`src/design/quadrant_pattern_sad_matcher_defines.svh`:
```
// ----------------------------------------------------------------------------
// Quadrant pattern SAD matcher assertion macros
// Concurrent assertion wrappers that compile away when SYNTH is defined.
// ----------------------------------------------------------------------------
`ifndef QUADRANT_PATTERN_SAD_MATCHER_DEFINES_SVH
`define QUADRANT_PATTERN_SAD_MATCHER_DEFINES_SVH

`ifndef SYNTH
`define QPSM_ASSERT(label, clk, rst, prop, msg) \
  label: assert property (@(posedge clk) disable iff (rst) prop) else $error(msg);
`define QPSM_ASSERT_NEXT(label, clk, rst, ante, cons, msg) \
  label: assert property (@(posedge clk) disable iff (rst) ante |=> cons) else $error(msg);
`else
`define QPSM_ASSERT(label, clk, rst, prop, msg)
`define QPSM_ASSERT_NEXT(label, clk, rst, ante, cons, msg)
`endif

`endif

```
`src/design/qpsm_pkg.sv`:
```
// ----------------------------------------------------------------------------
// Quadrant pattern SAD matcher package
// Widths, the coverage pattern level table and pipeline control types.
// ----------------------------------------------------------------------------
package qpsm_pkg;

  localparam int SAMPLE_W          = 9;
  localparam int ERR_W             = 11;
  localparam int IDX_W             = 5;
  localparam int CORNERS           = 4;
  localparam int TABLE_SIZE        = 20;
  localparam int PATTERN_COUNT_DEF = 20;
  localparam int GROUP_SIZE        = 4;
  localparam int LEVEL_FULL        = 256;
  localparam int ERR_MAX           = 1024;

  typedef logic [SAMPLE_W-1:0] sample_t;
  typedef logic [ERR_W-1:0]    err_t;
  typedef logic [IDX_W-1:0]    idx_t;

  typedef struct packed {
    logic lane_en;
    logic group_en;
    logic out_en;
  } pipe_ctrl_t;

  // Corner order: top left, top right, bottom left, bottom right.
  localparam sample_t LEVEL_TABLE [TABLE_SIZE][CORNERS] = '{
    '{9'd0,   9'd0,   9'd0,   9'd0},
    '{9'd64,  9'd64,  9'd64,  9'd64},
    '{9'd128, 9'd128, 9'd128, 9'd128},
    '{9'd192, 9'd192, 9'd192, 9'd192},
    '{9'd256, 9'd0,   9'd0,   9'd0},
    '{9'd0,   9'd256, 9'd0,   9'd0},
    '{9'd256, 9'd256, 9'd0,   9'd0},
    '{9'd0,   9'd0,   9'd256, 9'd0},
    '{9'd256, 9'd0,   9'd256, 9'd0},
    '{9'd0,   9'd256, 9'd256, 9'd0},
    '{9'd256, 9'd256, 9'd256, 9'd0},
    '{9'd0,   9'd0,   9'd0,   9'd256},
    '{9'd256, 9'd0,   9'd0,   9'd256},
    '{9'd0,   9'd256, 9'd0,   9'd256},
    '{9'd256, 9'd256, 9'd0,   9'd256},
    '{9'd0,   9'd0,   9'd256, 9'd256},
    '{9'd256, 9'd0,   9'd256, 9'd256},
    '{9'd0,   9'd256, 9'd256, 9'd256},
    '{9'd256, 9'd256, 9'd256, 9'd256},
    '{9'd26,  9'd26,  9'd26,  9'd26}
  };

  function automatic sample_t clamp_sample(input sample_t v);
    return (v > sample_t'(LEVEL_FULL)) ? sample_t'(LEVEL_FULL) : v;
  endfunction

endpackage

```
`src/design/qpsm_lane.sv`:
```
// ----------------------------------------------------------------------------
// Quadrant pattern SAD lane
// Sum of absolute differences between the cell and one fixed pattern.
// ----------------------------------------------------------------------------
module qpsm_lane import qpsm_pkg::*; #(
  parameter int LANE = 0
) (
  input  logic    clk,
  input  logic    en,
  input  sample_t samples [CORNERS],
  output err_t    err
);

  sample_t diff [CORNERS];
  err_t    err_next;

  always_comb begin
    for (int c = 0; c < CORNERS; c++) begin
      if (samples[c] > LEVEL_TABLE[LANE][c]) begin
        diff[c] = samples[c] - LEVEL_TABLE[LANE][c];
      end else begin
        diff[c] = LEVEL_TABLE[LANE][c] - samples[c];
      end
    end
    err_next = (ERR_W'(diff[0]) + ERR_W'(diff[1])) + (ERR_W'(diff[2]) + ERR_W'(diff[3]));
  end

  always_ff @(posedge clk) begin
    if (en) begin
      err <= err_next;
    end
  end

endmodule

```
`src/design/qpsm_merge.sv`:
```
// ----------------------------------------------------------------------------
// Quadrant pattern SAD merge tree
// Two registered levels of minimum search; the lower index wins on a tie.
// ----------------------------------------------------------------------------
module qpsm_merge import qpsm_pkg::*; #(
  parameter int LANES = PATTERN_COUNT_DEF
) (
  input  logic       clk,
  input  pipe_ctrl_t ctrl,
  input  err_t       errs [LANES],
  output idx_t       best_idx,
  output err_t       best_err
);

  localparam int GROUPS = (LANES + GROUP_SIZE - 1) / GROUP_SIZE;
  localparam int PADDED = GROUPS * GROUP_SIZE;

  err_t pad_err [PADDED];
  err_t grp_err_next [GROUPS];
  idx_t grp_idx_next [GROUPS];
  err_t grp_err [GROUPS];
  idx_t grp_idx [GROUPS];
  err_t fin_err_next;
  idx_t fin_idx_next;

  // Unused slots hold the largest code, which no real sum reaches.
  for (genvar j = 0; j < PADDED; j++) begin : g_pad
    if (j < LANES) begin : g_real
      assign pad_err[j] = errs[j];
    end else begin : g_fill
      assign pad_err[j] = '1;
    end
  end

  always_comb begin
    for (int g = 0; g < GROUPS; g++) begin
      grp_err_next[g] = pad_err[g*GROUP_SIZE];
      grp_idx_next[g] = IDX_W'(g*GROUP_SIZE);
      for (int k = 1; k < GROUP_SIZE; k++) begin
        if (pad_err[g*GROUP_SIZE+k] < grp_err_next[g]) begin
          grp_err_next[g] = pad_err[g*GROUP_SIZE+k];
          grp_idx_next[g] = IDX_W'(g*GROUP_SIZE+k);
        end
      end
    end
  end

  always_ff @(posedge clk) begin
    if (ctrl.group_en) begin
      grp_err <= grp_err_next;
      grp_idx <= grp_idx_next;
    end
  end

  always_comb begin
    fin_err_next = grp_err[0];
    fin_idx_next = grp_idx[0];
    for (int g = 1; g < GROUPS; g++) begin
      if (grp_err[g] < fin_err_next) begin
        fin_err_next = grp_err[g];
        fin_idx_next = grp_idx[g];
      end
    end
  end

  always_ff @(posedge clk) begin
    if (ctrl.out_en) begin
      best_err <= fin_err_next;
      best_idx <= fin_idx_next;
    end
  end

endmodule

```
`src/design/quadrant_pattern_sad_matcher.sv`:
```
// ----------------------------------------------------------------------------
// Quadrant pattern SAD matcher
// Finds the coverage pattern closest to a 2x2 luminance cell.
// ----------------------------------------------------------------------------
// One transfer on the slave channel carries the four samples of a cell; each
// sample above full brightness is saturated to it. One transfer on the master
// channel returns the index of the best pattern and its sum of absolute
// differences, in input order.
// The pipeline has four register stages: the sample register, one SAD lane
// per pattern, a group minimum level and the output register. One transfer
// per cycle is sustained in both directions while the receiver does not
// stall.
// Each stage holds its item until the next stage can take it, so while the
// receiver stalls the block keeps accepting input until every stage is full,
// then drops s_axis_tready. No result is lost or repeated.
// Reset empties all stages; no payload is cleared.
// ----------------------------------------------------------------------------
`include "quadrant_pattern_sad_matcher_defines.svh"

module quadrant_pattern_sad_matcher import qpsm_pkg::*; #(
  parameter int PATTERN_COUNT = PATTERN_COUNT_DEF
) (
  input  logic        clk,
  input  logic        rst,
  input  logic        s_axis_tvalid,
  output logic        s_axis_tready,
  // [8:0] sample_top_left, [17:9] sample_top_right,
  // [26:18] sample_bottom_left, [35:27] sample_bottom_right, [39:36] zero
  input  logic [39:0] s_axis_tdata,
  output logic        m_axis_tvalid,
  input  logic        m_axis_tready,
  // [4:0] pattern_index, [15:5] match_error
  output logic [15:0] m_axis_tdata
);

  localparam int LANES = (PATTERN_COUNT < 1) ? 1 :
                         (PATTERN_COUNT > TABLE_SIZE) ? TABLE_SIZE : PATTERN_COUNT;

  logic       v_in;
  logic       v_lane;
  logic       v_grp;
  logic       v_out;
  logic       rdy_in;
  logic       rdy_lane;
  logic       rdy_grp;
  logic       rdy_out;
  pipe_ctrl_t ctrl;
  sample_t    samples [CORNERS];
  err_t       lane_err [LANES];
  idx_t       best_idx;
  err_t       best_err;

  assign rdy_out  = !v_out || m_axis_tready;
  assign rdy_grp  = !v_grp || rdy_out;
  assign rdy_lane = !v_lane || rdy_grp;
  assign rdy_in   = !v_in || rdy_lane;

  assign ctrl.lane_en  = rdy_lane;
  assign ctrl.group_en = rdy_grp;
  assign ctrl.out_en   = rdy_out;

  always_ff @(posedge clk) begin
    if (rst) begin
      v_in   <= 1'b0;
      v_lane <= 1'b0;
      v_grp  <= 1'b0;
      v_out  <= 1'b0;
    end else begin
      if (rdy_in) begin
        v_in <= s_axis_tvalid;
      end
      if (rdy_lane) begin
        v_lane <= v_in;
      end
      if (rdy_grp) begin
        v_grp <= v_lane;
      end
      if (rdy_out) begin
        v_out <= v_grp;
      end
    end
  end

  always_ff @(posedge clk) begin
    if (rdy_in) begin
      for (int c = 0; c < CORNERS; c++) begin
        samples[c] <= clamp_sample(s_axis_tdata[c*SAMPLE_W +: SAMPLE_W]);
      end
    end
  end

  for (genvar i = 0; i < LANES; i++) begin : g_lane
    qpsm_lane #(
      .LANE (i)
    ) u_lane (
      .clk     (clk),
      .en      (ctrl.lane_en),
      .samples (samples),
      .err     (lane_err[i])
    );
  end

  qpsm_merge #(
    .LANES (LANES)
  ) u_merge (
    .clk      (clk),
    .ctrl     (ctrl),
    .errs     (lane_err),
    .best_idx (best_idx),
    .best_err (best_err)
  );

  assign s_axis_tready = rdy_in;
  assign m_axis_tvalid = v_out;
  assign m_axis_tdata  = {best_err, best_idx};

  `QPSM_ASSERT(a_result_range, clk, rst, m_axis_tvalid |-> (best_idx < idx_t'(LANES)) && (best_err <= err_t'(ERR_MAX)), "result outside the pattern table or error range")
  `QPSM_ASSERT(a_full_blocks_input, clk, rst, (v_in && v_lane && v_grp && v_out && !m_axis_tready) |-> !s_axis_tready, "input taken while every stage is full")
  `QPSM_ASSERT_NEXT(a_stall_holds_result, clk, rst, m_axis_tvalid && !m_axis_tready, m_axis_tvalid && $stable(m_axis_tdata), "stalled result changed")

endmodule
```
`config.mk`:
```
export PLATFORM = sky130hd
export DESIGN_NAME = quadrant_pattern_sad_matcher
export DESIGN_NICKNAME = d
export VERILOG_FILES = /design/src/design/qpsm_pkg.sv /design/src/design/qpsm_lane.sv /design/src/design/qpsm_merge.sv /design/src/design/quadrant_pattern_sad_matcher.sv
export VERILOG_INCLUDE_DIRS = /design/src /design/src/design
export SDC_FILE = /design/constraint.sdc
export NUM_CORES = 1
export LEC_CHECK = 0
export BUFFER_PORTS_ARGS = -buffer_cell sky130_fd_sc_hd__buf_2
export CAP_MARGIN = 20
export CELL_PAD_IN_SITES_DETAIL_PLACEMENT = 0
export CELL_PAD_IN_SITES_GLOBAL_PLACEMENT = 1
export CORE_MARGIN = 2
export CORE_UTILIZATION = 56
export CTS_CLUSTER_DIAMETER = 100
export CTS_CLUSTER_SIZE = 16
export DETAILED_ROUTE_END_ITERATION = 8
export PLACE_DENSITY_LB_ADDON = 0.08
export SYNTH_ARGS = -nofsm -noshare
export SYNTH_HDL_FRONTEND = slang
export SYNTH_HIERARCHICAL = 1
export SYNTH_SLANG_ARGS = --single-unit
export TNS_END_PERCENT = 1
```
`constraint.sdc`:
```
create_clock -name clk -period 20.5 [get_ports clk]
set_input_delay 5.125 -clock clk [delete_from_list [all_inputs] [get_ports clk]]
set_output_delay 5.125 -clock clk [all_outputs]
set_load 0.05 [all_outputs]
```
# After elaboration in Yosys (flattened, before gate mapping)
# Index checks and enable logic that the tools add are counted.
word_totals:
  output_inout_bits: 18
  wordCells: 242
  register_bits: 356
classes:
  order_cmp: 47
  n_addsub: 80
  n_reduce_logical: 13
  n_mux: 57
ops:
  columns: ["op", "n"]
  rows:
  - ["$mux W9", 24]
  - ["$lt A11 B11 Y1", 19]
  - ["$mux W11", 19]
  - ["$add A9 B9 Y10", 16]
  - ["$add A11 B11 Y11", 14]
  - ["$gt A9 B8 Y1 const B", 8]
  - ["$gt A9 B9 Y1 const B", 8]
  - ["$sub A8 B9 Y9 const A", 8]
  - ["$sub A9 B8 Y9 const B", 8]
  - ["$add A10 B11 Y11", 4]
  - ["$gt A9 B1 Y1 const B", 4]
  - ["$gt A9 B5 Y1 const B", 4]
  - ["$gt A9 B7 Y1 const B", 4]
  - ["$sub A1 B9 Y9 const A", 4]
  - ["$sub A5 B9 Y9 const A", 4]
  - ["$sub A7 B9 Y9 const A", 4]
  - ["$sub A9 B5 Y9 const B", 4]
  - ["$sub A9 B7 Y9 const B", 4]
  - ["$sub A9 B9 Y9 const A", 4]
  - ["$sub A9 B9 Y9 const B", 4]
  - ["$add A10 B10 Y11", 2]
  - ["$mux W5", 4]
  - ["$mux W1", 10]
  - ["$reduce_or A2 Y1", 5]
  - ["other kinds (2)", 8]

# Longest topological paths before layout
# Gate-level depths: netlist (run 1).
logic_depth:
  word_depth: 8
  ltp_mapped: 47
  mapped_depth_nobuf: 43

# Cells and area by module
# The synthesis (run 1) kept the hierarchy.
modules_own_cells:
  columns: ["mod", "seq_area_each_um2", "cells_per_inst", "n_inst", "area_per_inst_um2"]
  rows:
  - ["qpsm_merge", 2432.3, 1074, 1, 10074.7]
  - ["qpsm_lane at g_lane[19].u_lane", 330.3, 294, 1, 2587.5]
  - ["qpsm_lane at g_lane[1].u_lane", 330.3, 257, 1, 2202.1]
  - ["qpsm_lane at g_lane[3].u_lane", 330.3, 243, 1, 2153.3]
  - ["qpsm_lane at g_lane[2].u_lane", 330.3, 234, 1, 2075.7]
  - ["qpsm_lane at g_lane[16].u_lane", 330.3, 242, 1, 2010.7]
  - ["qpsm_lane at g_lane[17].u_lane", 330.3, 224, 1, 1938.1]
  - ["qpsm_lane at g_lane[18].u_lane", 330.3, 209, 1, 1910.6]
  - ["qpsm_lane at g_lane[10].u_lane", 330.3, 209, 1, 1851.8]
  - ["qpsm_lane at g_lane[14].u_lane", 330.3, 204, 1, 1844.3]
  - ["qpsm_lane at g_lane[6].u_lane", 330.3, 204, 1, 1841.8]
  - ["qpsm_lane at g_lane[7].u_lane", 330.3, 213, 1, 1805.5]
  - ["qpsm_lane at g_lane[13].u_lane", 330.3, 203, 1, 1785.5]
  - ["qpsm_lane at g_lane[11].u_lane", 330.3, 209, 1, 1776.7]
  - ["+8 rows", null, null, null, null]

# Worst setup path after synthesis (run 1)
# Ideal clock, no wire load.
synth_timing:
  path_kind: "input to output"
  from: "input m_axis_tready"
  to: "output s_axis_tready"
  arrival_ns: 11.207
  path_buffers: 0
  t_required_ns: 15.375
  slack_ns: 4.168
  stages: 2
  cell_sequence: "nand4b_2 > or2_1"
synth_via:
  elab_chain_cells: 4
synth_rtl:
  columns: ["element", "line", "rtl"]
  rows:
  - ["from (decl)", "quadrant_pattern_sad_matcher.sv:31", "input logic m_axis_tready,"]
  - ["$logic_or A1 B1 Y1", "quadrant_pattern_sad_matcher.sv:53", "assign rdy_out = !v_out || m_axis_tready;"]
  - ["$logic_or A1 B1 Y1", "quadrant_pattern_sad_matcher.sv:54", "assign rdy_grp = !v_grp || rdy_out;"]
  - ["$logic_or A1 B1 Y1", "quadrant_pattern_sad_matcher.sv:55", "assign rdy_lane = !v_lane || rdy_grp;"]
  - ["$logic_or A1 B1 Y1", "quadrant_pattern_sad_matcher.sv:56", "assign rdy_in = !v_in || rdy_lane;"]
  - ["to (decl)", "quadrant_pattern_sad_matcher.sv:26", "output logic s_axis_tready,"]
# No other way between the ends.

# Worst setup path after layout (run 1)
layout_timing:
  from: "input m_axis_tready"
  to: "output s_axis_tready"
layout_via:
  elab_chain_cells: 4
layout_rtl:
  columns: ["element", "line", "rtl"]
  rows:
  - ["$logic_or A1 B1 Y1", "quadrant_pattern_sad_matcher.sv:53", null]
  - ["$logic_or A1 B1 Y1", "quadrant_pattern_sad_matcher.sv:54", null]
  - ["$logic_or A1 B1 Y1", "quadrant_pattern_sad_matcher.sv:55", null]
  - ["named net rdy_lane", "quadrant_pattern_sad_matcher.sv:44", "logic rdy_lane;"]
  - ["$logic_or A1 B1 Y1", "quadrant_pattern_sad_matcher.sv:56", null]
# The timed path passes the listed nets, and every way through them passes these cells.

==> metrics, run 1 <==
post-route ant nets 0; most frequent cells in the layout ha_1, inv_1, a21oi_1; final setup margin 8.84 ns; CTS clk-pin slew, worst paths 0.07 ns; hold_sp v_lane; Hold Crit Depth 2; drt drc 0; synthesis-to-layout area growth 6.10%; # hold bufs at CTS 0; DR vias 39.9k; critical path fanouts, max 37; layout cells sized above 1 0.0829; CP peak stage delay 0.32 ns; Die Y 300 um; unrepaired setup endpoints after global routing false; Slew Viols, Final 0; initial antenna violation count 6; total CTS buffers 34; crit share post-route 0.569; Max-cap violations 0; Post-synth EDFFs 337; H-tree Lvls 2; status completed; relative max-transition margin 0.276; #FFs+latches synth 341; pwr dens 157 nW/um2; Post-synth ARST share 0; crit-path leading delay family buffers and inverters; Reg area 10200 um2; Lkg Pwr 24.3 nW; Syn. warnings 6; Worst Hold End v_grp; worst endpoint required time 15.38 ns; CP cell instances buf_2, nand4b_4, or2_1, buf_4, buf_2; Final Hold Viols 0; Worst path slowest cell nand4b_4; area occupied by multi-input gates 35900 um2; PostCTS Resize Cnt 0; worst path bufs/invs 3; largest net degree at the start of global routing 78; die area 90000 um2; Avg WL per Cell 20.5 um; Placed Cells 6597; Hold Crit Class reg2reg; minimum clock period 11.66 ns; Crit Path Class in2out; Unique masters post-synth 126; NumNets Final 6403; I/O pins 62; Total GRT Usage 0.301; Final setup viols 0; worst vdd ir 0.000155 V; R2R cell count 39; core area 86800 um2; sequential area share after synthesis 0.208; setup total negative slack 0 ns; Final Skew 0.0385 ns; Most common cell on crit path buf_2; Via-to-Cell Ratio 6.00; DR iter-0 viols 2813; Synth Instances 5439; Post-synth top flop edfxtp_1; Setup Buffers After CTS 0; port bufs 57; number of global-route vias before repair 38.3k; FF-to-FF End u_merge/best_idx[0]; Synth Net Count 6361; Clock Sinks 341; Post-Syn Area 49100 um2; Rows 108; worst-margin pin slew 1.08 ns; total global routing overflow 0; crit path capture type primary output; WL final 136 mm; RR Startpoint u_merge/grp_err[41]; drt first pass iters 6; clock root cell clkbuf_16; FMAX 85.8 MHz; Setup crit start kind input pin; crit path DAT 6.53 ns; initial core utilization 0.566; RePlAce Congestion 0.884; Clk Latency, worst-skew pair 0.59 ns; Die Span X 300 um; Mean Syn Cell Area 9.02 um2; fill count 7696; FF-to-FF setup slack 11.09 ns; post-layout instance count excluding filler cells 6655; TritonCTS clock tree yes; dpl ws 8.87 ns; post-detail-place hpwl 98.3 mm; Inserted Diodes 0; Clock Path Buffers 3; commonest non-fill, non-tap cell in the layout ha_1; first-pass GRT wire length 214 mm
## synth_stat cells (all sizes together) (16+ instances only)
library cell	n	area share
o21ai	227	0.024
o31a	22	0.0039
a21oi	402	0.041
edfxtp	337	0.21
a21o	174	0.027
nand4	41	0.0052
o21a	54	0.0083
a31o	21	0.0037
nor3	148	0.016
nor4	82	0.012
clkbuf	120	0.0092
o21bai	39	0.0060
nor2	388	0.030
xnor2	271	0.048
nor2b	112	0.015
o31ai	61	0.013
nand3	73	0.0079
a211oi	58	0.0096
or4	36	0.0066
fa	220	0.090
or3	44	0.0060
ha	658	0.17
nand2b	125	0.016
inv	637	0.049
mux2i	160	0.033
mux2	74	0.017
a31oi	58	0.0074
nand2	211	0.017
o211ai	31	0.0048
o41ai	22	0.0061
xor2	217	0.039
or2	54	0.0069
nand3b	16	0.0024
## flip-flops by register name (all words and copies together) (netlist names)
name and flops:
v_in 1, u_merge/grp_idx 10, v_lane 1, samples 36, u_merge/best_err 11, u_merge/grp_err 55
g_lane.u_lane/err 220, v_grp 1, m_axis_tvalid 1, u_merge/best_idx 5
## final cells by class
cell class,count,share of cell area
tap,1155,0.0278
sequential,341,0.196
clock buffer,39,0.0167
multi-input combinational,4326,0.690
inverter,637,0.0459
timing repair buffer,141,0.0192
clock inverter,16,0.00411
## worst register-to-register path: cells and delay by family (launching register included)
family          cells  cell delay [ns]
mux                 2             0.75
compound gates     24             5.75
simple gates        8             0.99
flops               1             0.41
fa+ha+maj           4             1.21
buf+inv             1             0.08
## metrics by stage
step	total power, mW	utilization	hold WS [ns]	instance area (um2)
after floorplan	5.97	-	0.432	49100
after global placement	7.34	0.587	0.473	50900
after detailed placement	7.45	0.587	0.484	51000
after CTS	8.13	0.600	0.494	52000
after global routing	8.93	0.600	0.518	52100
final	8.18	0.600	0.490	52100
## worst max-delay path by stage
stage	startpoint	to	slack, ns	depth (start not counted)
2_1_floorplan	m_axis_tready	s_axis_tready	4.17	2
3_3_place_gp	m_axis_tready	s_axis_tready	8.88	5
3_5_place_dp	m_axis_tready	s_axis_tready	8.87	5
4_1_cts	m_axis_tready	s_axis_tready	8.86	5
5_1_grt	m_axis_tready	s_axis_tready	8.78	5
6_report	m_axis_tready	s_axis_tready	8.84	5
## cell families after synthesis
group / count (synthesis) / synth area share
buf+inv: 772 / 0.0599
fa+ha+maj: 878 / 0.258
xor+xnor: 488 / 0.0871
simple gates: 1414 / 0.155
flops: 341 / 0.208
compound gates: 1312 / 0.183
mux: 234 / 0.0497
## power by group
group          internal (mW)  switching, mW  total (mW)  leakage, nW
Combinational           2.57           3.46        6.03         20.1
Sequential              1.33          0.187        1.52         3.66
Clock                  0.330          0.300       0.630        0.524
## metal layers
layer / vias up / GRT usage / wire (um)
li1: 19600 / - / -
met1: 19000 / 0.420 / 62400
met2: 1093 / 0.488 / 60600
met3: 265 / 0.0425 / 8970
met4: 2 / 0.0867 / 4150
met5: - / 0 / 14
Note: power is estimated with default switching activity, not from simulation.
==> run 2, diff against run 1 <==
Settings changed: CORE_UTILIZATION 56 to 52.
Clock period 20.5 ns to 11 ns, I/O delays scaled along.
==> metrics, run 2 (same netlist as run 1, synthesis figures left out) <==
status completed; crit path capture type flip-flop; Placed Cells 6691 (+1.4%); synthesis-to-layout area growth 5.99% (about the same); P_int 7.77 mW (+84%); Die Span X 311 um (+3.7%); CTS clk-pin slew, worst paths 0.08 ns (about the same); Sw Share 0.477 (-0.00541); critical path fanouts, max 27 (-27%); unrepaired setup endpoints after global routing false; drt drc 0 (unchanged); Core Util, Final 0.556 (-0.0437); Max-cap violations 0 (unchanged); drt first pass iters 5 (-1); Setup Buffers After CTS 0 (unchanged); FMAX 102 MHz; Crit Path Class reg2reg; Lkg Pwr 24.2 nW (-0.41%); Avg WL per Cell 20.5 um (about the same); worst vdd ir 0.000260 V (+68%); final setup margin 1.24 ns (-7.60 ns); clock root cell clkbuf_16; CP peak stage delay 0.68 ns (+0.36 ns); WL final 138 mm (+1.4%); Clock Sinks 341 (unchanged); Die Y 311 um (+3.7%); # hold bufs at CTS 0 (unchanged); layout cells sized above 1 0.0807 (-0.00222); post-detail-place hpwl 99.3 mm (+1.0%); crit share post-route 0.887; PostCTS Resize Cnt 0 (unchanged); first-pass GRT wire length 215 mm (+0.45%); Final Hold Viols 0 (unchanged); Clk network pwr share 0.068 (-0.009); Clock Path Buffers 3 (unchanged); dpl ws 1.46 ns (-7.41 ns); Reg power frac 0.192 (+0.007); core area 93500 um2 (+7.7%); Hold Crit Class reg2reg; relative max-transition margin 0.250 (-0.0258); Final setup viols 0 (unchanged); Total Power 14.9 mW (+82%); RePlAce Congestion 0.894 (+1.1%); H-tree Lvls 1 (-1); worst endpoint required time 11.36 ns (-4.02 ns); Slew Viols, Final 0 (unchanged); Setup crit start kind flip-flop; pwr dens 286 nW/um2 (+82%); DR iter-0 viols 3185 (+13%); post-route ant nets 0 (unchanged); number of global-route vias before repair 37.5k (-2.0%); initial core utilization 0.525 (-0.0406); TritonCTS clock tree yes; die area 96800 um2 (+7.6%); Most common cell on crit path a21o_1; post-layout instance count excluding filler cells 6745 (+1.4%); worst-margin pin slew 1.12 ns (+0.0460 ns); biggest regs g_lane.u_lane/err: 220 flops, u_merge/grp_err: 55 flops, samples: 36 flops; largest net degree at the start of global routing 100 (+28%); DR vias 39.5k (-0.96%); Rows 112 (+3.7%); max FFs per register 220 (unchanged); crit path DAT 10.12 ns (+3.59 ns); most frequent cells in the layout ha_1, inv_1, a21oi_1; P_sw 7.09 mW (+80%); Largest Register g_lane.u_lane/err; port bufs 57 (unchanged); total global routing overflow 0 (unchanged); Worst path slowest cell o22ai_2; total CTS buffers 29 (-15%); setup total negative slack 0 ns (unchanged); commonest non-fill, non-tap cell in the layout ha_1; Via-to-Cell Ratio 5.86 (-2.3%); Clk Latency, worst-skew pair 0.61 ns (+0.02 ns); I/O pins 62 (unchanged); NumNets Final 6393 (-0.16%); Final Skew 0.0240 ns (-0.0145 ns); Logic pwr share 0.739 (about the same); Total GRT Usage 0.280 (-0.0218); minimum clock period 9.76 ns; initial antenna violation count 4 (-2)
==> run 2: cell types whose count changed in the layout (fill, tap and decap cells not counted), moves of 2 or more <==
| cell | previous run | this run |
|---|---|---|
| buf_4 | 76 | 68 |
| buf_12 | 6 | 11 |
| clkbuf_16 | 34 | 29 |
| clkbuf_1 | 5 | 9 |
| clkinv_8 | 5 | 1 |
| inv_12 | 2 | 0 |
==> run 2: through the flow <==
| stage | area (um2) | hold WS, ns |
|---|---|---|
| global placement | 51100 | 0.484 |
| global route | 52000 | 0.527 |
| CTS | 52000 | 0.498 |
| detailed placement | 51100 | 0.488 |
| floorplan | 49100 | 0.454 |
| finish | 52000 | 0.490 |
==> run 2: critical path: cells and delay by family, from the launching register on <==
kind            cells  cell delay [ns]
fa+ha+maj           4             1.18
buf+inv             2             0.38
mux                 2             0.70
flops               1             0.40
compound gates     25             5.91
simple gates        8             0.93
==> run 2: path summary, 6_finish.rpt <==
| path | startpoint | endpoint | slack (ns) | depth (start not counted) |
|---|---|---|---|---|
| max | u_merge/grp_err[41] | u_merge/best_idx[1] | 1.24 | 41 |
| max reg2reg | u_merge/grp_err[41] | u_merge/best_idx[1] | 1.24 | 41 |
| min | v_lane | v_grp | 0.49 | 2 |
| min reg2reg | v_lane | v_grp | 0.49 | 2 |
==> run 2: cell type report <==
| class | instances | area, um2 |
|---|---|---|
| antenna | 1 | 2.50 |
| clock buffer | 38 | 759 |
| clock inverter | 12 | 133 |
| fill | 8667 | 41500 |
| inverter | 637 | 2390 |
| multi-input combinational | 4326 | 35900 |
| sequential | 341 | 10200 |
| tap | 1254 | 1570 |
| timing repair buffer | 136 | 1020 |
==> run 2: power by group through the flow <==
stage / Sequential [mW] / Combinational (mW) / Clock (mW)
after floorplan: 2.89 / 8.24 / 0
after global placement: 2.88 / 10.7 / 0
after detailed placement: 2.88 / 10.8 / 0
after CTS: 2.86 / 10.9 / 1.05
after global routing: 2.92 / 12.3 / 1.09
final: 2.86 / 11.0 / 1.02
==> run 2: per-layer routing <==
| metal | GRT usage | vias to the layer above | wire length [um] |
|---|---|---|---|
| met5 | 0 | - | 14 |
| met4 | 0.0629 | 2 | 3360 |
| met3 | 0.0239 | 184 | 6940 |
| met2 | 0.454 | 1034 | 61700 |
| met1 | 0.405 | 18700 | 66000 |
| li1 | - | 19600 | - |
